File: src/hdl/bhtc_pkg.sv
// ----------------------------------------------------------------------------
// bhtc_pkg
// Types and constants shared by the battery hover throttle compensation block:
// register indexes and reset values, field widths, controller states and the
// command and status bundles between the controller and the datapath.
// ----------------------------------------------------------------------------
package bhtc_pkg;

	localparam int unsigned REG_W    = 16;
	localparam int unsigned REG_IDX_W = 3;
	localparam int unsigned VOLT_W   = 16;
	localparam int unsigned FILT_W   = 14;
	localparam int unsigned THR_W    = 16;
	localparam int unsigned OUT_FIELDS_W = VOLT_W + FILT_W + THR_W;
	localparam int unsigned OUT_TDATA_W  = ((OUT_FIELDS_W + 7) / 8) * 8;

	// The quotient of the interpolation divide never exceeds the throttle span.
	localparam int unsigned QUOT_W   = THR_W;
	localparam int unsigned DIV_CNT_W = $clog2(QUOT_W);

	localparam logic [FILT_W-1:0] FILT_MIN_MV = 14'd9000;
	localparam logic [FILT_W-1:0] FILT_MAX_MV = 14'd13000;

	// Register indexes in the configuration space.
	localparam logic [REG_IDX_W-1:0] REG_VOLT_BREAK_LOW      = 3'd0;
	localparam logic [REG_IDX_W-1:0] REG_VOLT_BREAK_MID_LOW  = 3'd1;
	localparam logic [REG_IDX_W-1:0] REG_VOLT_BREAK_MID_HIGH = 3'd2;
	localparam logic [REG_IDX_W-1:0] REG_VOLT_BREAK_HIGH     = 3'd3;
	localparam logic [REG_IDX_W-1:0] REG_THR_AT_LOW          = 3'd4;
	localparam logic [REG_IDX_W-1:0] REG_THR_AT_MID_LOW      = 3'd5;
	localparam logic [REG_IDX_W-1:0] REG_THR_AT_MID_HIGH     = 3'd6;
	localparam logic [REG_IDX_W-1:0] REG_THR_AT_HIGH         = 3'd7;

	localparam logic [REG_W-1:0] RST_VOLT_BREAK_LOW      = 16'd10500;
	localparam logic [REG_W-1:0] RST_VOLT_BREAK_MID_LOW  = 16'd11100;
	localparam logic [REG_W-1:0] RST_VOLT_BREAK_MID_HIGH = 16'd11700;
	localparam logic [REG_W-1:0] RST_VOLT_BREAK_HIGH     = 16'd12300;
	localparam logic [REG_W-1:0] RST_THR_AT_LOW          = 16'd39322;
	localparam logic [REG_W-1:0] RST_THR_AT_MID_LOW      = 16'd36045;
	localparam logic [REG_W-1:0] RST_THR_AT_MID_HIGH     = 16'd32768;
	localparam logic [REG_W-1:0] RST_THR_AT_HIGH         = 16'd29491;

	typedef struct packed {
		logic [REG_W-1:0] brk_low;
		logic [REG_W-1:0] brk_mid_low;
		logic [REG_W-1:0] brk_mid_high;
		logic [REG_W-1:0] brk_high;
		logic [REG_W-1:0] thr_low;
		logic [REG_W-1:0] thr_mid_low;
		logic [REG_W-1:0] thr_mid_high;
		logic [REG_W-1:0] thr_high;
	} cfg_t;

	typedef enum logic [3:0] {
		ST_IDLE,
		ST_VOLT,
		ST_FILT_A,
		ST_FILT_B,
		ST_FILT_C,
		ST_SEG,
		ST_PROD,
		ST_DIV_INIT,
		ST_DIV,
		ST_FINISH,
		ST_EMIT
	} state_t;

	typedef enum logic [3:0] {
		OP_NONE,
		OP_LOAD,
		OP_VOLT,
		OP_FILT_A,
		OP_FILT_B,
		OP_FILT_C,
		OP_SEG,
		OP_PROD,
		OP_DIV_INIT,
		OP_DIV_STEP,
		OP_FINISH,
		OP_EMIT
	} op_t;

	typedef struct packed {
		logic interp;    // selected segment needs interpolation
		logic out_free;  // output register can take a result this cycle
	} dp_status_t;

endpackage

File: src/hdl/bhtc_regs.sv
// ----------------------------------------------------------------------------
// bhtc_regs
// Configuration register file: four voltage breakpoints and four throttle
// values, written through a plain write port.
// ----------------------------------------------------------------------------
module bhtc_regs (
	input  logic                           clk,
	input  logic                           arst_n,
	input  logic                           cfg_we,
	input  logic [bhtc_pkg::REG_IDX_W-1:0] cfg_index,
	input  logic [bhtc_pkg::REG_W-1:0]     cfg_data,
	output bhtc_pkg::cfg_t                 cfg
);
	import bhtc_pkg::*;

	cfg_t cfg_q;

	always_ff @(posedge clk or negedge arst_n) begin
		if (!arst_n) begin
			cfg_q.brk_low      <= RST_VOLT_BREAK_LOW;
			cfg_q.brk_mid_low  <= RST_VOLT_BREAK_MID_LOW;
			cfg_q.brk_mid_high <= RST_VOLT_BREAK_MID_HIGH;
			cfg_q.brk_high     <= RST_VOLT_BREAK_HIGH;
			cfg_q.thr_low      <= RST_THR_AT_LOW;
			cfg_q.thr_mid_low  <= RST_THR_AT_MID_LOW;
			cfg_q.thr_mid_high <= RST_THR_AT_MID_HIGH;
			cfg_q.thr_high     <= RST_THR_AT_HIGH;
		end else if (cfg_we) begin
			unique case (cfg_index)
				REG_VOLT_BREAK_LOW:      cfg_q.brk_low      <= cfg_data;
				REG_VOLT_BREAK_MID_LOW:  cfg_q.brk_mid_low  <= cfg_data;
				REG_VOLT_BREAK_MID_HIGH: cfg_q.brk_mid_high <= cfg_data;
				REG_VOLT_BREAK_HIGH:     cfg_q.brk_high     <= cfg_data;
				REG_THR_AT_LOW:          cfg_q.thr_low      <= cfg_data;
				REG_THR_AT_MID_LOW:      cfg_q.thr_mid_low  <= cfg_data;
				REG_THR_AT_MID_HIGH:     cfg_q.thr_mid_high <= cfg_data;
				REG_THR_AT_HIGH:         cfg_q.thr_high     <= cfg_data;
			endcase
		end
	end

	assign cfg = cfg_q;

endmodule

File: src/hdl/bhtc_ctrl.sv
// ----------------------------------------------------------------------------
// bhtc_ctrl
// Sequencer for one sample: scale, filter, segment select, optional
// interpolation divide, then hand the result to the output register.
// ----------------------------------------------------------------------------
module bhtc_ctrl (
	input  logic                 clk,
	input  logic                 arst_n,
	input  logic                 s_tvalid,
	output logic                 s_tready,
	input  bhtc_pkg::dp_status_t status,
	output bhtc_pkg::op_t        op
);
	import bhtc_pkg::*;

	localparam logic [DIV_CNT_W-1:0] DIV_LAST = DIV_CNT_W'(QUOT_W - 1);

	state_t                state_q, state_d;
	logic [DIV_CNT_W-1:0]  div_cnt_q, div_cnt_d;

	always_ff @(posedge clk or negedge arst_n) begin
		if (!arst_n) begin
			state_q   <= ST_IDLE;
			div_cnt_q <= '0;
		end else begin
			state_q   <= state_d;
			div_cnt_q <= div_cnt_d;
		end
	end

	always_comb begin
		state_d   = state_q;
		div_cnt_d = div_cnt_q;
		op        = OP_NONE;
		s_tready  = 1'b0;
		unique case (state_q)
			ST_IDLE: begin
				s_tready = 1'b1;
				if (s_tvalid) begin
					op      = OP_LOAD;
					state_d = ST_VOLT;
				end
			end
			ST_VOLT: begin
				op      = OP_VOLT;
				state_d = ST_FILT_A;
			end
			ST_FILT_A: begin
				op      = OP_FILT_A;
				state_d = ST_FILT_B;
			end
			ST_FILT_B: begin
				op      = OP_FILT_B;
				state_d = ST_FILT_C;
			end
			ST_FILT_C: begin
				op      = OP_FILT_C;
				state_d = ST_SEG;
			end
			ST_SEG: begin
				op      = OP_SEG;
				state_d = status.interp ? ST_PROD : ST_EMIT;
			end
			ST_PROD: begin
				op      = OP_PROD;
				state_d = ST_DIV_INIT;
			end
			ST_DIV_INIT: begin
				op        = OP_DIV_INIT;
				div_cnt_d = '0;
				state_d   = ST_DIV;
			end
			ST_DIV: begin
				op        = OP_DIV_STEP;
				div_cnt_d = div_cnt_q + 1'b1;
				if (div_cnt_q == DIV_LAST) begin
					state_d = ST_FINISH;
				end
			end
			ST_FINISH: begin
				op      = OP_FINISH;
				state_d = ST_EMIT;
			end
			ST_EMIT: begin
				if (status.out_free) begin
					op      = OP_EMIT;
					state_d = ST_IDLE;
				end
			end
			default: begin
				state_d = ST_IDLE;
			end
		endcase
	end

endmodule

File: src/hdl/bhtc_datapath.sv
// ----------------------------------------------------------------------------
// bhtc_datapath
// Shared multiplier, filter arithmetic, segment select, restoring divider for
// the interpolation and the output register, all stepped by controller ops.
// ----------------------------------------------------------------------------
module bhtc_datapath #(
	parameter int unsigned ADC_BITS       = 12,
	parameter int unsigned MV_PER_LSB_Q16 = 300800,
	parameter int unsigned ALPHA_Q16      = 6554
) (
	input  logic                                clk,
	input  logic                                arst_n,
	input  bhtc_pkg::op_t                       op,
	input  bhtc_pkg::cfg_t                      cfg,
	input  logic [ADC_BITS-1:0]                 adc_sample,
	input  logic                                armed,
	output bhtc_pkg::dp_status_t                status,
	output logic                                m_tvalid,
	input  logic                                m_tready,
	output logic [bhtc_pkg::OUT_TDATA_W-1:0]    m_tdata,
	output logic                                m_tuser
);
	import bhtc_pkg::*;

	localparam int unsigned MUL_A_W = 16;
	localparam int unsigned MUL_B_W = 24;
	localparam int unsigned MUL_P_W = MUL_A_W + MUL_B_W;
	localparam int unsigned PAD_W   = OUT_TDATA_W - OUT_FIELDS_W;

	localparam logic [MUL_B_W-1:0] MV_C        = MUL_B_W'(MV_PER_LSB_Q16);
	localparam logic [MUL_B_W-1:0] ALPHA_C     = MUL_B_W'(ALPHA_Q16);
	localparam logic [MUL_B_W-1:0] ALPHA_INV_C = MUL_B_W'(65536 - ALPHA_Q16);

	// Sample and intermediate registers.
	logic [ADC_BITS-1:0] adc_q;
	logic                armed_q;
	logic [MUL_P_W-1:0]  prod_q;
	logic [31:0]         acc_q;
	logic [VOLT_W-1:0]   volt_q;
	logic [THR_W-1:0]    res_q;
	logic [15:0]         dx_q;
	logic [15:0]         den_q;
	logic [15:0]         dy_abs_q;
	logic                dy_neg_q;
	logic [THR_W-1:0]    y0_q;
	logic [16:0]         rem_q;
	logic [16:0]         divisor_q;
	logic [QUOT_W-1:0]   quot_q;

	// State of the filter and the hover latch.
	logic [FILT_W-1:0]   filter_q;
	logic                prev_armed_q;
	logic [THR_W-1:0]    latched_q;

	// Output register.
	logic                out_valid_q;
	logic [VOLT_W-1:0]   out_volt_q;
	logic [FILT_W-1:0]   out_filt_q;
	logic [THR_W-1:0]    out_hover_q;
	logic                out_locked_q;

	logic [MUL_A_W-1:0]  mul_a;
	logic [MUL_B_W-1:0]  mul_b;
	logic [MUL_P_W-1:0]  mul_p;

	always_comb begin
		mul_a = '0;
		mul_b = '0;
		unique case (op)
			OP_VOLT: begin
				mul_a = MUL_A_W'(adc_q);
				mul_b = MV_C;
			end
			OP_FILT_A: begin
				mul_a = MUL_A_W'(filter_q);
				mul_b = ALPHA_INV_C;
			end
			OP_FILT_B: begin
				mul_a = volt_q;
				mul_b = ALPHA_C;
			end
			OP_PROD: begin
				mul_a = dx_q;
				mul_b = MUL_B_W'(dy_abs_q);
			end
			default: begin
			end
		endcase
	end

	assign mul_p = mul_a * mul_b;

	// Rounded millivolts from the scaling product, saturated to 16 bits.
	logic [MUL_P_W:0]    volt_rnd;
	logic [VOLT_W-1:0]   volt_sat;

	assign volt_rnd = {1'b0, prod_q} + (MUL_P_W + 1)'(32768);
	assign volt_sat = (|volt_rnd[MUL_P_W:32]) ? {VOLT_W{1'b1}} : volt_rnd[31:16];

	// Filter update: blend, or seed with the first sample, then clamp.
	logic [33:0]         mix_sum;
	logic [17:0]         filt_pre;
	logic [FILT_W-1:0]   filt_new;

	always_comb begin
		mix_sum = {2'b0, acc_q} + prod_q[33:0] + 34'd32768;
		if (filter_q == '0) begin
			filt_pre = {2'b0, volt_q};
		end else begin
			filt_pre = mix_sum[33:16];
		end
		if (filt_pre < {4'b0, FILT_MIN_MV}) begin
			filt_new = FILT_MIN_MV;
		end else if (filt_pre > {4'b0, FILT_MAX_MV}) begin
			filt_new = FILT_MAX_MV;
		end else begin
			filt_new = filt_pre[FILT_W-1:0];
		end
	end

	// Segment select on the freshly filtered voltage. An interpolated segment
	// always has x0 <= x < x1, so its span is never zero.
	logic [15:0]         seg_x;
	logic                do_map;
	logic                seg_interp;
	logic [THR_W-1:0]    seg_direct;
	logic [15:0]         seg_x0, seg_x1;
	logic [THR_W-1:0]    seg_y0, seg_y1;
	logic [16:0]         seg_dy;

	assign seg_x  = {2'b0, filter_q};
	assign do_map = !armed_q || !prev_armed_q;

	always_comb begin
		seg_interp = 1'b0;
		seg_direct = cfg.thr_low;
		seg_x0     = cfg.brk_low;
		seg_x1     = cfg.brk_mid_low;
		seg_y0     = cfg.thr_low;
		seg_y1     = cfg.thr_mid_low;
		priority if (!do_map) begin
			seg_direct = latched_q;
		end else if (seg_x >= cfg.brk_high) begin
			seg_direct = cfg.thr_high;
		end else if (seg_x >= cfg.brk_mid_high) begin
			seg_interp = 1'b1;
			seg_x0     = cfg.brk_mid_high;
			seg_x1     = cfg.brk_high;
			seg_y0     = cfg.thr_mid_high;
			seg_y1     = cfg.thr_high;
		end else if (seg_x >= cfg.brk_mid_low) begin
			seg_interp = 1'b1;
			seg_x0     = cfg.brk_mid_low;
			seg_x1     = cfg.brk_mid_high;
			seg_y0     = cfg.thr_mid_low;
			seg_y1     = cfg.thr_mid_high;
		end else if (seg_x >= cfg.brk_low) begin
			seg_interp = 1'b1;
		end else begin
			seg_direct = cfg.thr_low;
		end
		seg_dy = {1'b0, seg_y1} - {1'b0, seg_y0};
	end

	// Divider setup: (2*|num| + den) / (2*den) rounds halves away from zero.
	logic [31:0]         div_dividend;
	logic [17:0]         div_trial;
	logic                div_fit;

	assign div_dividend = {prod_q[30:0], 1'b0} + {16'b0, den_q};
	assign div_trial    = {rem_q, quot_q[QUOT_W-1]};
	assign div_fit      = div_trial >= {1'b0, divisor_q};

	// Final interpolated value, saturated to the throttle range.
	logic signed [17:0]  fin_sum;
	logic [THR_W-1:0]    fin_val;

	always_comb begin
		if (dy_neg_q) begin
			fin_sum = $signed({2'b0, y0_q}) - $signed({2'b0, quot_q});
		end else begin
			fin_sum = $signed({2'b0, y0_q}) + $signed({2'b0, quot_q});
		end
		if (fin_sum < 0) begin
			fin_val = '0;
		end else if (fin_sum > 18'sd65535) begin
			fin_val = {THR_W{1'b1}};
		end else begin
			fin_val = fin_sum[THR_W-1:0];
		end
	end

	always_ff @(posedge clk) begin
		unique case (op)
			OP_LOAD: begin
				adc_q   <= adc_sample;
				armed_q <= armed;
			end
			OP_VOLT: begin
				prod_q <= mul_p;
			end
			OP_FILT_A: begin
				volt_q <= volt_sat;
				prod_q <= mul_p;
			end
			OP_FILT_B: begin
				acc_q  <= prod_q[31:0];
				prod_q <= mul_p;
			end
			OP_SEG: begin
				res_q    <= seg_direct;
				dx_q     <= seg_x - seg_x0;
				den_q    <= seg_x1 - seg_x0;
				dy_neg_q <= seg_dy[16];
				dy_abs_q <= seg_dy[16] ? 16'(-seg_dy) : seg_dy[15:0];
				y0_q     <= seg_y0;
			end
			OP_PROD: begin
				prod_q <= mul_p;
			end
			OP_DIV_INIT: begin
				rem_q     <= {1'b0, div_dividend[31:16]};
				quot_q    <= div_dividend[15:0];
				divisor_q <= {den_q, 1'b0};
			end
			OP_DIV_STEP: begin
				if (div_fit) begin
					rem_q  <= 17'(div_trial - {1'b0, divisor_q});
					quot_q <= {quot_q[QUOT_W-2:0], 1'b1};
				end else begin
					rem_q  <= div_trial[16:0];
					quot_q <= {quot_q[QUOT_W-2:0], 1'b0};
				end
			end
			OP_FINISH: begin
				res_q <= fin_val;
			end
			OP_EMIT: begin
				out_volt_q   <= volt_q;
				out_filt_q   <= filter_q;
				out_hover_q  <= res_q;
				out_locked_q <= armed_q;
			end
			default: begin
			end
		endcase
	end

	always_ff @(posedge clk or negedge arst_n) begin
		if (!arst_n) begin
			filter_q     <= '0;
			prev_armed_q <= 1'b0;
			latched_q    <= RST_THR_AT_MID_HIGH;
			out_valid_q  <= 1'b0;
		end else begin
			if (op == OP_FILT_C) begin
				filter_q <= filt_new;
			end
			if (op == OP_EMIT) begin
				prev_armed_q <= armed_q;
				if (do_map) begin
					latched_q <= res_q;
				end
				out_valid_q <= 1'b1;
			end else if (m_tready) begin
				out_valid_q <= 1'b0;
			end
		end
	end

	assign status.interp   = seg_interp;
	assign status.out_free = !out_valid_q || m_tready;

	assign m_tvalid = out_valid_q;
	assign m_tdata  = {{PAD_W{1'b0}}, out_hover_q, out_filt_q, out_volt_q};
	assign m_tuser  = out_locked_q;

endmodule

File: src/hdl/battery_hover_throttle_comp.sv
// ----------------------------------------------------------------------------
// battery_hover_throttle_comp
// Battery voltage filter and hover throttle base compensation.
//
// The slave stream carries one averaged battery ADC code per transfer in
// s_tdata and the armed flag in s_tuser. Each accepted sample produces one
// transfer on the master stream: raw millivolts, filtered millivolts, the hover
// throttle base and the lock flag (equal to armed).
// The block works on one sample at a time. When the hover base comes straight
// from a register or from the latch, the result goes from the segment select
// to the output register; when it is interpolated, the 16-step restoring
// divider runs in between. A new sample is taken in the cycle after the result
// is loaded into the output register.
// The output register holds a result until m_tready; while it is full the
// next sample is still computed and waits only at the final load.
// Reset loads the configuration registers with their defaults, clears the
// filter (the next sample seeds it) and the armed history, and sets the
// latched hover base to the default mid-high throttle.
// Configuration writes take effect at once and are meant for idle periods.
// ----------------------------------------------------------------------------
module battery_hover_throttle_comp #(
	parameter int unsigned ADC_BITS       = 12,
	parameter int unsigned MV_PER_LSB_Q16 = 300800,
	parameter int unsigned ALPHA_Q16      = 6554
) (
	input  logic                                   clk,
	input  logic                                   arst_n,
	input  logic                                   s_tvalid,
	output logic                                   s_tready,
	input  logic [((ADC_BITS + 7) / 8) * 8 - 1:0]  s_tdata,   // adc_sample
	input  logic                                   s_tuser,   // armed
	output logic                                   m_tvalid,
	input  logic                                   m_tready,
	output logic [bhtc_pkg::OUT_TDATA_W-1:0]       m_tdata,   // voltage_mv, filtered_mv,
	                                                          // hover_base
	output logic                                   m_tuser,   // throttle_locked
	input  logic                                   cfg_we,
	input  logic [bhtc_pkg::REG_IDX_W-1:0]         cfg_index,
	input  logic [bhtc_pkg::REG_W-1:0]             cfg_data
);
	import bhtc_pkg::*;

	cfg_t       cfg;
	op_t        op;
	dp_status_t status;

	bhtc_regs u_regs (
		.clk       (clk),
		.arst_n    (arst_n),
		.cfg_we    (cfg_we),
		.cfg_index (cfg_index),
		.cfg_data  (cfg_data),
		.cfg       (cfg)
	);

	bhtc_ctrl u_ctrl (
		.clk      (clk),
		.arst_n   (arst_n),
		.s_tvalid (s_tvalid),
		.s_tready (s_tready),
		.status   (status),
		.op       (op)
	);

	bhtc_datapath #(
		.ADC_BITS       (ADC_BITS),
		.MV_PER_LSB_Q16 (MV_PER_LSB_Q16),
		.ALPHA_Q16      (ALPHA_Q16)
	) u_datapath (
		.clk        (clk),
		.arst_n     (arst_n),
		.op         (op),
		.cfg        (cfg),
		.adc_sample (s_tdata[ADC_BITS-1:0]),
		.armed      (s_tuser),
		.status     (status),
		.m_tvalid   (m_tvalid),
		.m_tready   (m_tready),
		.m_tdata    (m_tdata),
		.m_tuser    (m_tuser)
	);

endmodule

File: config.mk
export PLATFORM = sky130hd
export DESIGN_NAME = battery_hover_throttle_comp
export DESIGN_NICKNAME = d
export VERILOG_FILES = /design/src/hdl/bhtc_pkg.sv /design/src/hdl/bhtc_regs.sv /design/src/hdl/bhtc_ctrl.sv /design/src/hdl/bhtc_datapath.sv /design/src/hdl/battery_hover_throttle_comp.sv
export SDC_FILE = /design/constraint.sdc
export NUM_CORES = 2
export LEC_CHECK = 0
export BUFFER_PORTS_ARGS = -buffer_cell sky130_fd_sc_hd__buf_2
export CORE_ASPECT_RATIO = 1.25
export CORE_MARGIN = 8
export CORE_UTILIZATION = 35
export DETAILED_ROUTE_END_ITERATION = 10
export PLACE_DENSITY = 0.59
export SLEW_MARGIN = 20
export SYNTH_ARGS = -nofsm -noshare
export SYNTH_HDL_FRONTEND = slang
export SYNTH_SLANG_ARGS = --single-unit
File: constraint.sdc
create_clock -name clk -period 10.09 [get_ports clk]
set_input_delay 0.5045 -clock clk [delete_from_list [all_inputs] [get_ports clk]]
set_output_delay 0.5045 -clock clk [all_outputs]
set_load 0.02 [all_outputs]
# Word-level counts from Yosys, hierarchy flattened
# Index checks and enable logic that the tools add are counted.
# classes
n_reduce_logical,24
eq_ne,32
addsub,12
magnitude_cmp,9
mul,1
n_mux,49
# ops
operator,n
$mux W16,21
$pmux W4 S11,2
$pmux W19 S4,1
$ge A14 B16 Y1,4
$pmux W16 S2,2
$pmux W16 S4,1
$add A40 B16 Y41 const B,1
$mux W18,2
$mul A16 B19 Y35,1
$add A32 B34 Y34,1
$add A34 B16 Y34 const B,1
$pmux W17 S2,1
$sub A16 B16 Y17,2
$add A32 B16 Y32,1
$eq A4 B3 Y1 const B,8
$eq A4 B4 Y1 const B,8
$mux W14,2
$mux W4,5
$ge A18 B17 Y1,1
$gt A18 B14 Y1 const B,1
$gt A18 B17 Y1 const B,1
$lt A18 B1 Y1 const B,1
$lt A18 B14 Y1 const B,1
$reduce_and A2 Y1,9
other kinds (25),49
# totals
ff_bits,446
input_bits,41
wordCells,159

# Longest topological paths before layout
# depth
depth_word,8
depth_mapped,32
ltp_nobuf,30

# By module
# From an unflattened synthesis, not the netlist that was laid out.
# hier_totals
cells_unflattened,3548
area_unflattened_um2,35781.8
# by_module_without_submodules
mod,seq_area_each_um2,n_inst,area_each_um2,cells_per_inst
bhtc_datapath,9029.9,1,30255.3,3207
bhtc_regs,3265.6,1,4977.3,279
bhtc_ctrl,200.2,1,549.3,62

# Least setup slack after synthesis
# Ideal clock, no wire load.
# synth_timing
path_kind,register -> register
from,reg u_ctrl.state_q[3]
to,reg u_datapath.prod_q[33] (data pin)
t_arrival_ps,8109
path_buffers,3
period_less_slack_ps,8374
path_stages_with_launch,26
slack_ps,1716
cell_sequence,dfrtp_1 clkbuf_1 nor3_1 clkbuf_1 clkbuf_1 a22oi_1 nor2_1 fa_1 fa_1 fa_1 fa_1 fa_1 inv_1 fa_1 inv_1 ha_1 nand2_1 nand4_1 a211oi_1 o31a_1 o21ai_0 a41oi_1 nand2b_1 a21oi_1 o21ai_0 xor2_1
# synth_via
elab_chain_cells,5
word_cells_on_any_way,19
# synth_lines
item,line_no,rtl
start: declaration,bhtc_ctrl.sv:18,"state_t state_q, state_d;"
start signal: assignment,bhtc_ctrl.sv:26,state_q <= state_d;
"$eq A4 B4 Y1, or another cell as far along",bhtc_ctrl.sv:36,unique case (state_q)
$pmux W4 S11 *,bhtc_ctrl.sv:36,
$eq A4 B3 Y1 or $eq A4 B2 Y1 (tied branches),bhtc_datapath.sv:69,unique case (op)
$pmux W16 S4 or $pmux W19 S4 (tied branches),bhtc_datapath.sv:69,
$mul A16 B19 Y35 *,bhtc_datapath.sv:91,assign mul_p = mul_a * mul_b;
net u_datapath.mul_p[33],bhtc_datapath.sv:64,logic [MUL_P_W-1:0] mul_p;
end signal: assignment,bhtc_datapath.sv:200,prod_q <= mul_p;
end signal: assignment,bhtc_datapath.sv:204,prod_q <= mul_p;
end signal: assignment,bhtc_datapath.sv:208,prod_q <= mul_p;
end: declaration,bhtc_datapath.sv:37,logic [MUL_P_W-1:0] prod_q;
# The timed path passes the listed nets; every way through them passes the cells marked *.
# A chain may end at the register's enable or synchronous reset.

# Worst setup path after layout
# layout_timing
from,reg u_ctrl.state_q[0]
to,reg u_datapath.prod_q[34] (data pin)
# Same word-level chain as after synthesis.

==> flow_metrics.py <==
metrics = {
    "floorplanning": {
        "dieArea_um2": 110500,
        "die_width_um": 298.9,
        "fp.coreArea_um2": 99100,
        "ioPinCount": 92,
        "row_count": 129,
        "die_h_um": 369.6,
        "start_util_pct": 35.34,
    },
    "drt": {
        "drt_wl_total_mm": 106.0,
        "postRouteAntennaNets": 0,
        "drt-pass1-iter-count": 6,
        "vias": 26420,
        "avgViaCountPerCell": 5.314,
        "post-route-drc-count": 0,
        "first_iter_violations": 1943,
        "wl_per_cell_um": 21.33,
    },
    "sta": {
        "worst_slew_pin_slew_ns": 1.120,
        "slew_headroom_pct": 25.05,
        "setup_tns_ns": 0,
        "rsz0062_at_grt": "no",
        "max_freq_mhz": 110.7,
        "clock_skew_ns": 0.07744,
        "finalMaxSlewViolations": 0,
        "hold_violations": 0,
        "whs_ns": 0.06801,
        "finalCritPeriodShare_pct": 89.52,
        "setup_viol": 0,
        "layout_min_cycle_time_ns": 9.033,
    },
    "logic_synthesis": {
        "synthCells": 3544,
        "avgSynthCellArea_um2": 9.881,
        "ys.flop_type": "edfxtp_1",
        "ys_seq_area_share_pct": 35.60,
        "synth-seq-cells": 441,
        "synthDistinctLibCells": 78,
        "postSynth.asyncResetShare_pct": 38.10,
        "synth_edf_count": 273,
        "syn-cell-area_um2": 35020,
        "yosys_warnings": 0,
    },
    "clocking": {
        "cts_buffer_depth": 3,
        "cts_root_buf": "clkbuf_16",
        "cts-buffers-inserted": 48,
        "cts.sinks": 441,
        "cts_tree": "built",
        "cts_resized": 0,
        "clk-insertion-delay-late_ns": 0.66,
        "htreeDepth": 2,
        "clk_pin_slew_ns": 0.07,
    },
    "run": {
        "cap_violations": 0,
    },
    "final_layout": {
        "final_layout_size_suffix_gt1_share_pct": 11.55,
        "multiInputGateArea_um2": 20670,
        "layout_common_cells": "inv_1 (405), nand2_1 (352), ha_1 (337)",
        "mostFrequentLayoutCell": "inv_1",
        "fillCellCount": 9853,
        "stdcell_area_um2": 38910,
        "diodes": 0,
        "nNetsFinal": 4213,
        "seqCellArea_um2": 12470,
        "fin_cells": 4971,
        "area_delta_synth_final_pct": 11.12,
    },
    "worst_setup_path": {
        "critPathMaxFanout": 33,
        "path_buf_inv": 6,
        "critPathSlowestCell": "a2111oi_0",
        "worstSetupEndpointType": "flop",
        "required_ns": 10.55,
        "r2r_start": "u_ctrl.state_q[0]",
        "critical-path-top-delay-family": "adder cells",
        "crit_arrival_ns": 9.50,
        "critPathMaxStageDelay_ns": 0.69,
        "ff2ff_setup_slack_ns": 1.06,
        "crit_type": "flop to flop",
        "crit_cells": 28,
        "critPathMostFrequentCell": "fa_1",
        "reg2reg_depth": 28,
        "start_kind": "flop",
        "r2r_end": "u_datapath.prod_q[34]",
    },
    "hold_path": {
        "hold_path_end": "u_datapath.adc_q[6]",
        "hold_depth": 1,
        "hold_class": "primary input to flop",
        "hp-start": "s_tdata[6]",
    },
    "grt": {
        "grt_pass1_wl_mm": 162.0,
        "overflow": 0,
        "grt_start_max_net_pins": 73,
        "antenna_found_initial": 2,
        "grt_pass1_vias": 26590,
        "grt_usage_pct": 18.88,
    },
    "placement": {
        "post-dp-hpwl_mm": 83.36,
        "io_buffers": 85,
        "placed_cells": 4879,
        "placed_cell_area_um2": 37200,
        "gp_congestion": 0.9486,
    },
    "run_status": {
        "status": "completed",
    },
}
-- layout make-up --
type / instances / share of cell area, %
clock buffer: 53 / 3.161
multi-input combinational: 2575 / 53.12
sequential: 441 / 32.04
inverter: 405 / 3.907
clock inverter: 37 / 1.187
tap: 1310 / 4.212
timing repair buffer: 150 / 2.379
-- flip-flops by register name (all words and copies together), names as in the netlist, 16 cells and up --
signal and cells:
u_datapath.prod_q 35, u_datapath.den_q 16, u_datapath.y0_q 16, u_datapath.dx_q 16
u_datapath.out_volt_q 16, u_datapath.dy_abs_q 16, u_datapath.rem_q 17, u_datapath.quot_q 16
u_regs.cfg 128, u_datapath.out_hover_q 16, u_datapath.acc_q 32, u_datapath.volt_q 16
u_datapath.latched_q 16, u_datapath.divisor_q 16, u_datapath.res_q 16
-- cells in the mapped netlist (43+ instances only) --
cell      count  share of area [%]
nand2_1     353                3.8
clkbuf_1    109                1.2
xnor2_1      90                2.3
a21o_1       71                1.5
mux2i_1      45                1.3
nand3_1      43               0.61
dfrtp_1     117                8.4
nand2b_1     45               0.80
edfxtp_1    273                 23
fa_1        214                 12
mux2_2      107                3.4
nor2_1      302                3.2
inv_1       405                4.3
o22ai_1      49               0.88
ha_1        337                 12
xor2_1       49                1.2
o21ai_0     201                2.9
a21oi_1     192                2.7
nor3_1       61               0.87
dfstp_2      51                3.8
-- routing by layer --
layer | up-vias | share of wire, % | GRT usage [%]
met1 | 13040 | 43 | 24.42
met4 | 0 | 4.4 | 7.605
met2 | 730 | 47 | 31.91
met5 | - | 0 | 0
li1 | 12470 | - | -
met3 | 184 | 5.0 | 2.362
-- worst max path at each step --
stage | slack (ns) | to | from
2_1_floorplan | 1.72 | u_datapath.prod_q[33] | u_ctrl.state_q[3]
3_3_place_gp | 1.25 | u_datapath.prod_q[30] | u_ctrl.state_q[0]
3_5_place_dp | 1.17 | u_datapath.prod_q[34] | u_ctrl.state_q[0]
4_1_cts | 1.11 | u_datapath.prod_q[34] | u_ctrl.state_q[0]
5_1_grt | 0.49 | u_datapath.prod_q[34] | u_ctrl.state_q[0]
6_report | 1.06 | u_datapath.prod_q[34] | u_ctrl.state_q[0]
-- cells by family (layout without fill, tap and decap cells) --
kind of cell | after synthesis | count (layout) | share of synthesized area, %
XOR/XNOR | 139 | 139 | 3.476
AND/OR/NAND/NOR | 969 | 969 | 12.43
flip-flops | 441 | 441 | 35.60
adder cells (fa/ha/maj) | 551 | 551 | 24.27
buffers and inverters | 532 | 645 | 5.752
multiplexers | 152 | 152 | 4.727
AO/OA/AOI/OAI | 758 | 758 | 13.72
other | 2 | 6 | 0.02145
-- metrics by stage --
step | util [%] | setup slack [ns]
5_1_grt | 39.26 | 0.4858
2_1_floorplan | - | 1.716
3_3_place_gp | 37.53 | 1.249
6_report | 39.26 | 1.057
3_5_place_dp | 37.53 | 1.175
4_1_cts | 39.25 | 1.111
-- repair_timing --
item	4_1_cts	5_1_grt
endpoints found under the hold margin	34	0
hold buffers	1	0
setup buffers	0	0
Power is not shown: default switching activity piles up to over one toggle a cycle in this logic, so the estimate is an artifact.
